[config.mk]
export PLATFORM = sky130hd
export DESIGN_NAME = integer_to_ascii_digits
export DESIGN_NICKNAME = d
export VERILOG_FILES = /design/src/hdl/i2a_pkg.sv /design/src/hdl/i2a_dabble.sv /design/src/hdl/i2a_emit.sv /design/src/hdl/integer_to_ascii_digits.sv
export SDC_FILE = /design/constraint.sdc
export NUM_CORES = 1
export LEC_CHECK = 0
export ABC_AREA = 1
export ABC_CLOCK_PERIOD_IN_PS = 9950
export BUFFER_PORTS_ARGS = -buffer_cell sky130_fd_sc_hd__buf_4
export CAP_MARGIN = 25
export CORE_AREA = 2 2 151 153
export CTS_CLUSTER_DIAMETER = 50
export DETAILED_ROUTE_END_ITERATION = 10
export DIE_AREA = 0 0 153 155
export PLACE_DENSITY = 0.68
export SETUP_SLACK_MARGIN = 0.05
export SYNTH_ARGS = -nofsm -noshare
export SYNTH_HDL_FRONTEND = slang
export SYNTH_HIERARCHICAL = 1
export SYNTH_SLANG_ARGS = --single-unit
[constraint.sdc]
create_clock -name clk -period 9.95 [get_ports clk]
set_clock_uncertainty 0.15 [all_clocks]
set_input_delay 0.4975 -clock clk [delete_from_list [all_inputs] [get_ports clk]]
set_output_delay 0.4975 -clock clk [all_outputs]
set_load 0.02 [all_outputs]
[src/hdl/i2a_pkg.sv]
// Shared types, codes and helpers for the integer to ASCII digit converter.
`timescale 1ns / 1ps

package i2a_pkg;

  localparam int unsigned VALUE_BITS = 64;
  localparam int unsigned BIN_BITS   = 32;
  localparam int unsigned BCD_DIGITS = 10;
  localparam int unsigned NIBBLES    = VALUE_BITS / 4;
  localparam int unsigned REM_BITS   = $clog2(NIBBLES + 1);
  localparam int unsigned STEP_BITS  = $clog2(BIN_BITS + 1);

  typedef enum logic [1:0] {
    OP_HEX  = 2'd0,
    OP_UDEC = 2'd1,
    OP_SDEC = 2'd2,
    OP_NONE = 2'd3
  } opcode_t;

  typedef enum logic [1:0] {
    ST_IDLE,
    ST_CONV,
    ST_LOAD
  } ctrl_state_t;

  // request from the control FSM to the digit emitter
  typedef struct packed {
    logic                      load;
    logic                      neg;
    logic [VALUE_BITS-1:0]     digits;
  } emit_load_t;

  function automatic logic [6:0] nibble_char(input logic [3:0] n);
    logic [6:0] c;
    if (n < 4'd10) c = 7'h30 + {3'b000, n};
    else           c = 7'h57 + {3'b000, n};
    return c;
  endfunction

endpackage

[src/hdl/i2a_dabble.sv]
// Bit-serial binary to BCD converter (shift and add-3), one input bit per cycle.
`timescale 1ns / 1ps

module i2a_dabble (
  input  logic                                    clk,
  input  logic                                    rst,
  input  logic                                    start,
  input  logic [i2a_pkg::BIN_BITS-1:0]            mag,
  output logic [4*i2a_pkg::BCD_DIGITS-1:0]        bcd,
  output logic                                    done
);

  logic [i2a_pkg::BIN_BITS-1:0]      sh;
  logic [i2a_pkg::STEP_BITS-1:0]     steps;
  logic                              busy;
  logic [4*i2a_pkg::BCD_DIGITS-1:0]  bcd_adj;

  // digits >= 5 get +3 before the shift so they carry correctly
  always_comb begin
    for (int d = 0; d < int'(i2a_pkg::BCD_DIGITS); d++) begin
      if (bcd[4*d +: 4] >= 4'd5) bcd_adj[4*d +: 4] = bcd[4*d +: 4] + 4'd3;
      else                       bcd_adj[4*d +: 4] = bcd[4*d +: 4];
    end
  end

  always_ff @(posedge clk) begin
    if (rst) begin
      busy <= 1'b0;
      done <= 1'b0;
    end else begin
      done <= 1'b0;
      if (start && !busy) begin
        busy  <= 1'b1;
        sh    <= mag;
        bcd   <= '0;
        steps <= i2a_pkg::STEP_BITS'(i2a_pkg::BIN_BITS);
      end else if (busy) begin
        bcd   <= {bcd_adj[4*i2a_pkg::BCD_DIGITS-2:0], sh[i2a_pkg::BIN_BITS-1]};
        sh    <= {sh[i2a_pkg::BIN_BITS-2:0], 1'b0};
        steps <= steps - 1'b1;
        if (steps == i2a_pkg::STEP_BITS'(1)) begin
          busy <= 1'b0;
          done <= 1'b1;
        end
      end
    end
  end

endmodule

[src/hdl/i2a_emit.sv]
// Digit shift-out: drops leading zero nibbles, then emits one ASCII digit per output handshake.
`timescale 1ns / 1ps

module i2a_emit (
  input  logic                 clk,
  input  logic                 rst,
  input  i2a_pkg::emit_load_t  ld,
  output logic                 busy,
  output logic                 m_tvalid,
  input  logic                 m_tready,
  output logic [7:0]           m_tdata,   // [6:0] digit_char, [7] zero
  output logic                 m_tlast,   // is_last
  output logic                 m_tuser    // is_negative
);

  logic [i2a_pkg::VALUE_BITS-1:0] digs;
  logic [i2a_pkg::REM_BITS-1:0]   rem;
  logic                           neg;
  logic                           started;
  logic [3:0]                     top;
  logic                           skip;

  assign top  = digs[i2a_pkg::VALUE_BITS-1 -: 4];
  // leading zero, but the final nibble is always shown
  assign skip = !started && top == 4'd0 && rem > i2a_pkg::REM_BITS'(1);

  always_ff @(posedge clk) begin
    if (rst) begin
      busy     <= 1'b0;
      started  <= 1'b0;
      m_tvalid <= 1'b0;
    end else begin
      if (busy && !skip && (!m_tvalid || m_tready)) m_tvalid <= 1'b1;
      else if (m_tready)                            m_tvalid <= 1'b0;
      if (ld.load && !busy) begin
        digs    <= ld.digits;
        neg     <= ld.neg;
        rem     <= i2a_pkg::REM_BITS'(i2a_pkg::NIBBLES);
        busy    <= 1'b1;
        started <= 1'b0;
      end else if (busy) begin
        if (skip) begin
          digs <= {digs[i2a_pkg::VALUE_BITS-5:0], 4'd0};
          rem  <= rem - 1'b1;
        end else if (!m_tvalid || m_tready) begin
          m_tdata  <= {1'b0, i2a_pkg::nibble_char(top)};
          m_tlast  <= (rem == i2a_pkg::REM_BITS'(1));
          m_tuser  <= neg;
          digs     <= {digs[i2a_pkg::VALUE_BITS-5:0], 4'd0};
          rem      <= rem - 1'b1;
          started  <= 1'b1;
          if (rem == i2a_pkg::REM_BITS'(1)) busy <= 1'b0;
        end
      end
    end
  end

endmodule

[src/hdl/integer_to_ascii_digits.sv]
// Top level: integer to ASCII hex / decimal digit stream converter.
//
//   channel  dir  tdata                 tuser             tlast
//   s_*      in   [63:0] value          [1:0] opcode      -
//   m_*      out  [6:0] digit_char      [0] is_negative   is_last
//
// One request at a time. Hex: the value goes through the load state into the emitter,
// which skips leading zero nibbles and then emits one digit per nibble. Decimal: the
// value runs through the bit-serial BCD converter, then the same load and 16-nibble shift-out.
// The next request is taken once the previous one is loaded into the emitter.
// Opcode 3 is taken and dropped. Reset is synchronous; no clearing pass.
// Output stalls hold the emitter; m_tdata/m_tlast/m_tuser hold while stalled.
`timescale 1ns / 1ps

module integer_to_ascii_digits (
  input  logic        clk,
  input  logic        rst,
  input  logic        s_tvalid,
  output logic        s_tready,
  input  logic [63:0] s_tdata,   // [63:0] value
  input  logic [1:0]  s_tuser,   // [1:0] opcode
  output logic        m_tvalid,
  input  logic        m_tready,
  output logic [7:0]  m_tdata,   // [6:0] digit_char, [7] zero
  output logic        m_tlast,   // is_last
  output logic        m_tuser    // is_negative
);

  i2a_pkg::ctrl_state_t                  state, state_next;
  logic [i2a_pkg::VALUE_BITS-1:0]        digits;
  logic                                  neg;
  logic                                  dec_mode;
  logic                                  accept;
  logic                                  conv_start;
  logic [i2a_pkg::BIN_BITS-1:0]          mag;
  logic [4*i2a_pkg::BCD_DIGITS-1:0]      bcd;
  logic                                  conv_done;
  logic                                  emit_busy;
  i2a_pkg::emit_load_t                   ld;
  i2a_pkg::opcode_t                      op;

  assign op       = i2a_pkg::opcode_t'(s_tuser);
  assign s_tready = (state == i2a_pkg::ST_IDLE);
  assign accept   = s_tvalid && s_tready;

  always_comb begin
    if (op == i2a_pkg::OP_SDEC && s_tdata[31]) mag = ~s_tdata[31:0] + 32'd1;
    else                                       mag = s_tdata[31:0];
  end

  always_comb begin
    state_next = state;
    conv_start = 1'b0;
    ld.load    = 1'b0;
    ld.neg     = neg;
    ld.digits  = dec_mode
               ? {{(i2a_pkg::VALUE_BITS - 4*i2a_pkg::BCD_DIGITS){1'b0}}, bcd}
               : digits;
    unique case (state)
      i2a_pkg::ST_IDLE: begin
        if (accept) begin
          unique case (op)
            i2a_pkg::OP_HEX:  state_next = i2a_pkg::ST_LOAD;
            i2a_pkg::OP_UDEC,
            i2a_pkg::OP_SDEC: begin
              conv_start = 1'b1;
              state_next = i2a_pkg::ST_CONV;
            end
            default:          state_next = i2a_pkg::ST_IDLE;
          endcase
        end
      end
      i2a_pkg::ST_CONV: begin
        if (conv_done) state_next = i2a_pkg::ST_LOAD;
      end
      i2a_pkg::ST_LOAD: begin
        if (!emit_busy) begin
          ld.load    = 1'b1;
          state_next = i2a_pkg::ST_IDLE;
        end
      end
      default: state_next = i2a_pkg::ST_IDLE;
    endcase
  end

  always_ff @(posedge clk) begin
    if (rst) state <= i2a_pkg::ST_IDLE;
    else     state <= state_next;
  end

  always_ff @(posedge clk) begin
    if (accept) begin
      digits   <= s_tdata;
      dec_mode <= (op != i2a_pkg::OP_HEX);
      neg      <= (op == i2a_pkg::OP_SDEC) && s_tdata[31];
    end
  end

  i2a_dabble u_dabble (
    .clk   (clk),
    .rst   (rst),
    .start (conv_start),
    .mag   (mag),
    .bcd   (bcd),
    .done  (conv_done)
  );

  i2a_emit u_emit (
    .clk      (clk),
    .rst      (rst),
    .ld       (ld),
    .busy     (emit_busy),
    .m_tvalid (m_tvalid),
    .m_tready (m_tready),
    .m_tdata  (m_tdata),
    .m_tlast  (m_tlast),
    .m_tuser  (m_tuser)
  );

endmodule

# [Yosys cells after proc, flatten, opt, wreduce, memory -nomap -nowiden]
# Cells that the tools add are included.
[word_totals] ff_bits=230 wordCells=135 out_inout_bits=12
[classes] reduce_logical=31 bitwise_logic=5 n_addsub=15 order_cmp=12 muxes=45 n_eq_ne=9
[op_table] operator="$mux W64" count=5
[op_table] operator="$mux W32" count=3
[op_table] operator="$ge A4 B3 Y1 const B" count=10
[op_table] operator="$mux W40" count=1
[op_table] operator="$add A4 B2 Y4 const B" count=9
[op_table] operator="$mux W4" count=9
[op_table] operator="$add A32 B1 Y32 const B" count=1
[op_table] operator="$not A32 Y32" count=1
[op_table] operator="$mux W1" count=16
[op_table] operator="$mux W5" count=3
[op_table] operator="$reduce_and A3 Y1" count=3
[op_table] operator="$logic_and A1 B1 Y1" count=8
[op_table] operator="$reduce_bool A2 Y1" count=4
[op_table] operator="$add A6 B4 Y7 const A" count=1
[op_table] operator="$add A7 B4 Y7 const A" count=1
[op_table] operator="$mux W7" count=1
[op_table] operator="$eq A6 B1 Y1 const B" count=1
[op_table] operator="$mux W2" count=3
[op_table] operator="$mux W6" count=1
[op_table] operator="$pmux W2 S3" count=1
[op_table] operator="$sub A6 B1 Y6 const B" count=1
[op_table] operator="$eq A5 B1 Y1 const B" count=1
[op_table] operator="$gt A5 B1 Y1 const B" count=1
[op_table] operator="$logic_not A1 Y1" count=5
[op_table] operator="18 further kinds" count=27

# [Longest topological paths before layout]
# Gate-level depths: netlist of the first run.
[logic_depth] depth_word=8 ltp_mapped=12 ltp_nobuf=12

# [By module]
# The synthesis of the first run kept the hierarchy.
[modules_own_cells] module="i2a_dabble" seq_area_each_um2=2382.3 area_each_um2=4350.4 cells_per_inst=505 instances=1
[modules_own_cells] module="integer_to_ascii_digits" seq_area_each_um2=2021.9 area_each_um2=3948.8 cells_per_inst=413 instances=1
[modules_own_cells] module="i2a_emit" seq_area_each_um2=2432.3 area_each_um2=3588.4 cells_per_inst=354 instances=1

# [Worst setup path before layout of the first run]
# OpenSTA, ideal clock, no wires.
[synth_path] path_kind="input to register" startpoint="in s_tvalid" endpoint="reg u_dabble/bcd[0] (netlist name) (enable)" setup_time_ps=517 arrival_time_ps=7072 stages=6 slack_ps=2211 cell_sequence="inv_1 -> nor2_1 -> nand2_1 -> inv_1 -> nor2_1 -> nor2_1"
[synth_via] elab_chain_cells=6
[synth_rtl] item="from (decl)" line_no="integer_to_ascii_digits.sv:18" text="input logic s_tvalid,"
[synth_rtl] item="$logic_and A1 B1 Y1" line_no="integer_to_ascii_digits.sv:44" text="assign accept = s_tvalid && s_tready;"
[synth_rtl] item="$mux W1" line_no="integer_to_ascii_digits.sv:61" text="if (accept) begin"
[synth_rtl] item="$mux W1" line_no="integer_to_ascii_digits.sv:59" text="unique case (state)"
[synth_rtl] item="named net conv_start" line_no="integer_to_ascii_digits.sv:34" text="logic conv_start;"
[synth_rtl] item="$logic_and A1 B1 Y1" line_no="i2a_dabble.sv:32" text="if (start && !busy) begin"
[synth_rtl] item="$reduce_bool A2 Y1 (no source line)"
[synth_rtl] item="$reduce_and A2 Y1 (no source line)"
[synth_rtl] item="to (signal assigned)" line_no="i2a_dabble.sv:38" text="bcd <= {bcd_adj[4*i2a_pkg::BCD_DIGITS-2:0], sh[i2a_pkg::BIN_BITS-1]};"
[synth_rtl] item="to (decl)" line_no="i2a_dabble.sv:9" text="output logic [4*i2a_pkg::BCD_DIGITS-1:0] bcd,"
# The timed path passes the listed nets, and every way through them passes these cells.
# A chain may end at the register's enable or synchronous reset.

# [Worst setup path after layout of the first run]
[layout_path] startpoint="reg state[0]" endpoint="reg u_dabble/bcd[3] (netlist name), data pin"
[layout_via] elab_chain_cells=5
[layout_rtl] item="from (decl)" line_no="integer_to_ascii_digits.sv:29" text="i2a_pkg::ctrl_state_t state, state_next;"
[layout_rtl] item="from (signal assigned)" line_no="integer_to_ascii_digits.sv:87" text="if (rst) state <= i2a_pkg::ST_IDLE;"
[layout_rtl] item="from (signal assigned)" line_no="integer_to_ascii_digits.sv:88" text="else state <= state_next;"
[layout_rtl] item="$logic_not A2 Y1 *" line_no="integer_to_ascii_digits.sv:43, integer_to_ascii_digits.sv:59"
[layout_rtl] item="$logic_and A1 B1 Y1" line_no="integer_to_ascii_digits.sv:44"
[layout_rtl] item="$mux W1" line_no="integer_to_ascii_digits.sv:61"
[layout_rtl] item="$mux W1 *" line_no="integer_to_ascii_digits.sv:59"
[layout_rtl] item="named net conv_start" line_no="integer_to_ascii_digits.sv:34"
[layout_rtl] item="$logic_and A1 B1 Y1 *" line_no="i2a_dabble.sv:32"
# Mark *: on every way through the listed nets, which the timed path passes. The rest lies on a longest branch.

==> results.sh, run 1 <==
export IMPL_status="completed"
export IMPL_clockBufferDepth=3
export IMPL_fin_nets=1488
export IMPL_min_period_over_period_pct=36.2
export IMPL_synthAdderAreaFrac_pct=3.16
export IMPL_grt_usage_pct=21.2
export IMPL_fmax_mhz=278
export IMPL_place_ws_ns=6.16
export IMPL_wire_per_inst_um=14.7
export IMPL_finalPower_w=0.00249
export IMPL_cp_start_kind="register"
export IMPL_cp_arrival_ns=3.74
export IMPL_drt_iter0_drc=662
export IMPL_gp_congestion=0.826
export IMPL_dpl_cell_count=1610
export IMPL_worst_pin_slew_ns=0.887
export IMPL_slew_viol_final=0
export IMPL_rows=55
export IMPL_ctsHoldBuffers=32
export IMPL_grt_use_met1_pct=28.6
export IMPL_endpoint_kind="register"
export IMPL_synth_mux_area_share_pct=3.79
export IMPL_finalSetupViolCount=0
export IMPL_synthTopCellsByCount="nand2_1 (467), edfxtp_1 (223), nor2_1 (151)"
export IMPL_die_area_mm2=0.0237
export IMPL_synth_compound_area_share_pct=2.64
export IMPL_cap_violations=0
export IMPL_peakVddDrop_mv=0.112
export IMPL_slew_headroom_pct=40.9
export IMPL_synth_ff_type="edfxtp_1"
export IMPL_cts_setup_buffers=0
export IMPL_grt_pass1_wl_mm=40.9
export IMPL_cp_max_fo=67
export IMPL_clkTransAtPathRegs_ns=0.06
export IMPL_cts_root_buf="clkbuf_16"
export IMPL_worst_slack_ns=6.35
export IMPL_ys_seq_area_share_pct=57.5
export IMPL_grt_use_met2_pct=35.9
export IMPL_final_cell_count_no_fill=1695
export IMPL_cts_sinks=230
export IMPL_insertedDiodeCount=0
export IMPL_synthXorXnorAreaFrac_pct=1.11
export IMPL_syn2layout_area_growth_pct=17.2
export IMPL_grt_max_degree=80
export IMPL_synthTopCellsByArea="edfxtp_1 (56%), nand2_1 (15%), nor2_1 (4.8%)"
export IMPL_core_area_mm2=0.0222
export IMPL_ioPinCount=82
export IMPL_synth_top_family_by_area="simple AND/OR/NAND/NOR gates"
export IMPL_synth_edff_count=223
export IMPL_postLayoutCoreUtil_pct=62.7
export IMPL_ys_seq_elements=230
export IMPL_start_util_pct=53.5
export IMPL_yosys_area_share_simple_pct=24.8
export IMPL_fillers=1848
export IMPL_ys_types=29
export IMPL_antenna_found_initial=0
export IMPL_vias=8609
export IMPL_synth_nets=1372
export IMPL_tns_ns=0
export IMPL_grt_util_met3_pct=2.98
export IMPL_dr_pass1_iters=5
export IMPL_netlist_area_mm2=0.0119
export IMPL_port_buffers=80
export IMPL_clk_latency_ns=0.54
export IMPL_avgSynthCellArea_um2=9.35
export IMPL_globalRoute_totalOverflow=0
export IMPL_cp_required_ns=10.09
export IMPL_finalWirelength_mm=24.9
export IMPL_min_period_ns=3.60
export IMPL_p_per_area_mw_per_mm2=179
export IMPL_post_synth_top_count_cell="nand2_1"
export IMPL_cts_tree="yes"
export IMPL_cts_htree_levels=1
export IMPL_drive_gt1_share_pct=15.5
export IMPL_yosys_area_top_type="edfxtp_1"
export IMPL_drcViolationCount=0
export IMPL_vias_per_cell=5.08
export IMPL_die_y_um=155
export IMPL_cts_made_buffers=28
export IMPL_synth_cells=1272
export IMPL_dp_hpwl_mm=16.0
export IMPL_yosys_warnings=6
export IMPL_busiest_layer="met2"
export IMPL_rsz0062_at_grt="no"
export IMPL_synth_async_sr_flop_share_pct=0
export IMPL_finalHoldViolations=0
export IMPL_p_leak_nw=6.21
export IMPL_hold_path_class="input pin to register"
export IMPL_ant_nets=0
export IMPL_yosysTopAreaCellShare_pct=56.3
export IMPL_grt_pass1_vias=8343
export IMPL_cts_resized=0
export IMPL_fp_dieW_um=153
export IMPL_worstSetupPathType="register to register"
## critical path: stages, from the launching register on
cell	delay (ns)
dfxtp_1	0.32
inv_1	0.13
nand2_1	0.12
nor2_4	0.08
buf_4	0.69
nand2_1	0.17
inv_1	0.12
inv_1	0.07
nor2_4	0.07
buf_4	0.47
inv_2	0.33
buf_4	0.37
o21ai_0	0.13
a21oi_1	0.06
## path summary, 6_finish.rpt
check | to | slack (ns) | cells past startpoint | startpoint
setup / recovery | u_dabble/bcd[3] | 6.35 | 13 | state[0]
hold / removal | digits[1] | 0.01 | 1 | s_tdata[1]
setup reg to reg | u_dabble/bcd[3] | 6.35 | 13 | state[0]
hold reg to reg | u_emit/m_tuser | 0.31 | 0 | u_emit/neg
## state kept, by name (all words and copies together), names as in the netlist, 2 cells and up
signal	flops
u_dabble/bcd	40
state	2
u_emit/rem	5
u_emit/m_tdata	7
u_emit/digs	64
u_dabble/sh	32
u_dabble/steps	6
digits	64
## layer usage
metal	share of wire [%]	vias to the layer above
met2	48	213
met1	45	4010
met3	4.8	49
met4	2.3	0
met5	0	-
li1	-	4337
## metrics by stage
step,hold slack [ns],area (um^2)
after floorplan,0.250,11900
after global placement,0.281,12700
after detailed placement,0.293,12700
after CTS,0.000197,13900
after global routing,0.00565,13900
final,0.0138,13900
## cell usage in the layout, fill, tap and decap left out, drive strengths merged
master	n
nand2	472
bufinv	1
dfxtp	7
nor3	13
inv	150
o31ai	1
clkinv	10
dlygate4sd3	32
a32oi	1
nand3	34
ha	30
xor2	9
xnor2	6
clkbuf	35
mux2	40
nand3b	1
or2	2
o21ai	28
a21oi	27
edfxtp	223
nand4	22
buf	90
nor2	171
conb	2
clkinvlp	3
## final cells by class
cell class                 instances  area, um^2  share of cell area [%]
tap                              285         357                    2.56
multi-input combinational        859        4250                    30.5
timing repair buffer             122        1030                    7.38
sequential                       230        6840                    49.1
clock buffer                      35         778                    5.58
clock inverter                    17         134                   0.961
inverter                         147         552                    3.96
## cell families (layout without fill, tap and decap cells)
logic type                 Yosys count  after routing
AOI/OAI and AO/OA                   57             57
xor gates and xnor gates            15             15
adders and majority gates           30             30
buffers and inverters              183            321
DFF                                230            230
muxes                               40             40
other                                2              2
and+or+nand+nor                    715            715
## power breakdown
group	internal [W]	switching (W)	total, W
sequential	0.00115	0.0000300	0.00118
clock	0.000583	0.000406	0.000990
combinational	0.000117	0.000198	0.000314
total	0.00185	0.000634	0.00249
(Power assumes the default switching activity.)
==> run 2: changes to the inputs <==
- ABC_AREA: 1 -> 0
- ABC_CLOCK_PERIOD_IN_PS: 9950 -> 3000
- CORE_AREA: 2 2 151 153 -> 2 2 146 148
- DIE_AREA: 0 0 153 155 -> 0 0 148 150
- PLACE_DENSITY: 0.68 -> 0.72
- clock period: 9.95 -> 3 ns (I/O delays scaled with it)
==> run 2 against run 1 <==
Compared with the run above:
- flip-flop and latch count is the same
- hold slack gained 0.15 ns
- sequential power grew to 3.3 times the previous value
- critical endpoint is now u_emit/rem[0]
- largest cell class unchanged
- largest power group unchanged
==> results.sh, run 2 <==
export IMPL_status="completed"
export IMPL_drive_gt1_share_pct=20.9
export IMPL_p_leak_nw=5.22
export IMPL_largest_registers="digits: 64 flops, u_emit/digs: 64 flops, u_dabble/bcd: 40 flops"
export IMPL_grt_pass1_vias=7067
export IMPL_crit_start="u_emit/digs[61]"
export IMPL_hold_start="s_tdata[32]"
export IMPL_yosys_area_top_type="edfxtp_1"
export IMPL_worstSetupPathType="register to register"
export IMPL_ys_seq_elements=230
export IMPL_core_area_mm2=0.0207
export IMPL_cts_root_buf="clkbuf_16"
export IMPL_synth_nets=962
export IMPL_globalRoute_totalOverflow=0
export IMPL_fp_dieW_um=148
export IMPL_cp_arrival_ns=2.62
export IMPL_slew_headroom_pct=59.3
export IMPL_gp_congestion=0.789
export IMPL_clk_latency_ns=0.56
export IMPL_synth_async_sr_flop_share_pct=0
export IMPL_reg2reg_from="u_emit/digs[61]"
export IMPL_dpl_cell_count=1203
export IMPL_grt_usage_pct=20.2
export IMPL_synth_edff_count=223
export IMPL_cts_tree="yes"
export IMPL_wire_per_inst_um=16.8
export IMPL_die_y_um=150
export IMPL_ys_types=54
export IMPL_synthTopCellsByCount="edfxtp_1 (223), nand2_1 (146), mux2_1 (60)"
export IMPL_layout_common_cells="edfxtp_1 (223), nand2_1 (146), buf_4 (92), dlygate4sd3_1 (69), mux2_1 (60)"
export IMPL_insertedDiodeCount=0
export IMPL_tns_ns=0
export IMPL_vias_per_cell=5.27
export IMPL_finalHoldViolations=0
export IMPL_min_period_ns=2.57
export IMPL_cts_made_buffers=31
export IMPL_clkTransAtPathRegs_ns=0.06
export IMPL_synth_cells=862
export IMPL_rsz0062_at_grt="no"
export IMPL_grt_max_degree=80
export IMPL_cap_violations=0
export IMPL_rows=53
export IMPL_fillers=1517
export IMPL_cp_required_ns=3.04
export IMPL_final_cell_count_no_fill=1330
export IMPL_slew_viol_final=0
export IMPL_min_period_over_period_pct=85.7
export IMPL_port_buffers=80
export IMPL_drcViolationCount=0
export IMPL_post_synth_top_count_cell="edfxtp_1"
export IMPL_clockBufferDepth=3
export IMPL_yosys_warnings=6
export IMPL_netlist_area_mm2=0.0112
export IMPL_synthTopCellsByArea="edfxtp_1 (60%), mux2_1 (6.1%), mux2_2 (5.1%)"
export IMPL_antenna_found_initial=0
export IMPL_grt_pass1_wl_mm=35.6
export IMPL_ys_seq_area_share_pct=61.2
export IMPL_cts_htree_levels=1
export IMPL_endpoint_kind="register"
export IMPL_syn2layout_area_growth_pct=24.1
export IMPL_finalSetupViolCount=0
export IMPL_ioPinCount=82
export IMPL_cp_start_kind="register"
export IMPL_fin_nets=1130
export IMPL_finalWirelength_mm=22.4
export IMPL_fmax_mhz=389
export IMPL_die_area_mm2=0.0222
export IMPL_avgSynthCellArea_um2=12.9
export IMPL_drt_iter0_drc=437
export IMPL_dr_pass1_iters=5
export IMPL_start_util_pct=53.9
export IMPL_synth_ff_type="edfxtp_1"
export IMPL_hold_path_class="input pin to register"
export IMPL_final_common_cell="edfxtp_1"
export IMPL_cp_max_fo=30
export IMPL_worst_pin_slew_ns=0.610
export IMPL_peakVddDrop_mv=0.465
export IMPL_p_per_area_mw_per_mm2=604
export IMPL_ant_nets=0
export IMPL_vias=7007
export IMPL_yosysTopAreaCellShare_pct=60.0
export IMPL_cts_sinks=230
export IMPL_dp_hpwl_mm=13.0
export IMPL_cts_setup_buffers=0
run 2: logic make-up after synthesis:
group / count (synthesis) / share of synthesized area, %
and+or+nand+nor: 293 / 12.6
DFF: 230 / 61.2
muxes: 121 / 12.1
AOI/OAI and AO/OA: 74 / 4.06
buffers and inverters: 67 / 3.03
xor gates and xnor gates: 45 / 3.53
adders and majority gates: 30 / 3.36
other: 2 / 0.0673
run 2: worst max-delay path, cell delays in order, from the launching register on:
cell and delay (ns):
edfxtp_1 0.44, inv_1 0.14, ha_1 0.15, or4b_4 0.47, a22oi_2 0.28, o21ba_4 0.21, buf_4 0.37
run 2: cell type report:
| cell class | instances | area, um^2 | area share (%) |
|---|---|---|---|
| clock buffers | 35 | 821 | 5.93 |
| inverters | 36 | 135 | 0.976 |
| well taps | 275 | 344 | 2.48 |
| multi-input cells | 565 | 4010 | 28.9 |
| repair buffers | 166 | 1470 | 10.6 |
| clock inverters | 23 | 236 | 1.71 |
| flip-flops and latches | 230 | 6840 | 49.4 |
run 2: what timing repair did:
action,CTS,global route
hold buffers,69,0
gates resized for setup,0,0
endpoints found under the hold margin,106,0
run 2: routing by layer:
metal / vias to the layer above / global-route usage (%) / wire (um)
met2: 172 / 35.2 / 10800
met5: - / 0 / 0
met3: 31 / 2.65 / 890
met1: 3390 / 27.3 / 10300
met4: 0 / 4.67 / 396
li1: 3414 / - / -
run 2: worst paths after layout:
| path | endpoint | slack [ns] | cells after the start |
|---|---|---|---|
| setup / recovery | u_emit/rem[0] | 0.43 | 6 |
| hold / removal | digits[32] | 0.17 | 2 |
| setup reg to reg | u_emit/rem[0] | 0.43 | 6 |
| hold reg to reg | u_emit/m_tuser | 0.30 | 0 |
run 2: power by group:
part,leakage (nW),internal (W),switching (W)
clock,0.509,0.00225,0.00144
sequential,2.14,0.00375,0.0000913
combinational,2.58,0.000393,0.000436
total,5.22,0.00640,0.00197
run 2: stage by stage:
stage          hold slack [ns]  util [%]  setup WS, ns  area, um^2  power, W
2_1_floorplan           0.0691         -        0.0901       11200   0.00440
3_3_place_gp             0.178      58.5         0.557       12100   0.00464
3_5_place_dp             0.179      58.5         0.488       12100   0.00466
4_1_cts                  0.146      66.9         0.457       13800   0.00842
5_1_grt                  0.154      66.9         0.337       13800   0.00866
6_report                 0.168      66.9         0.430       13800   0.00837
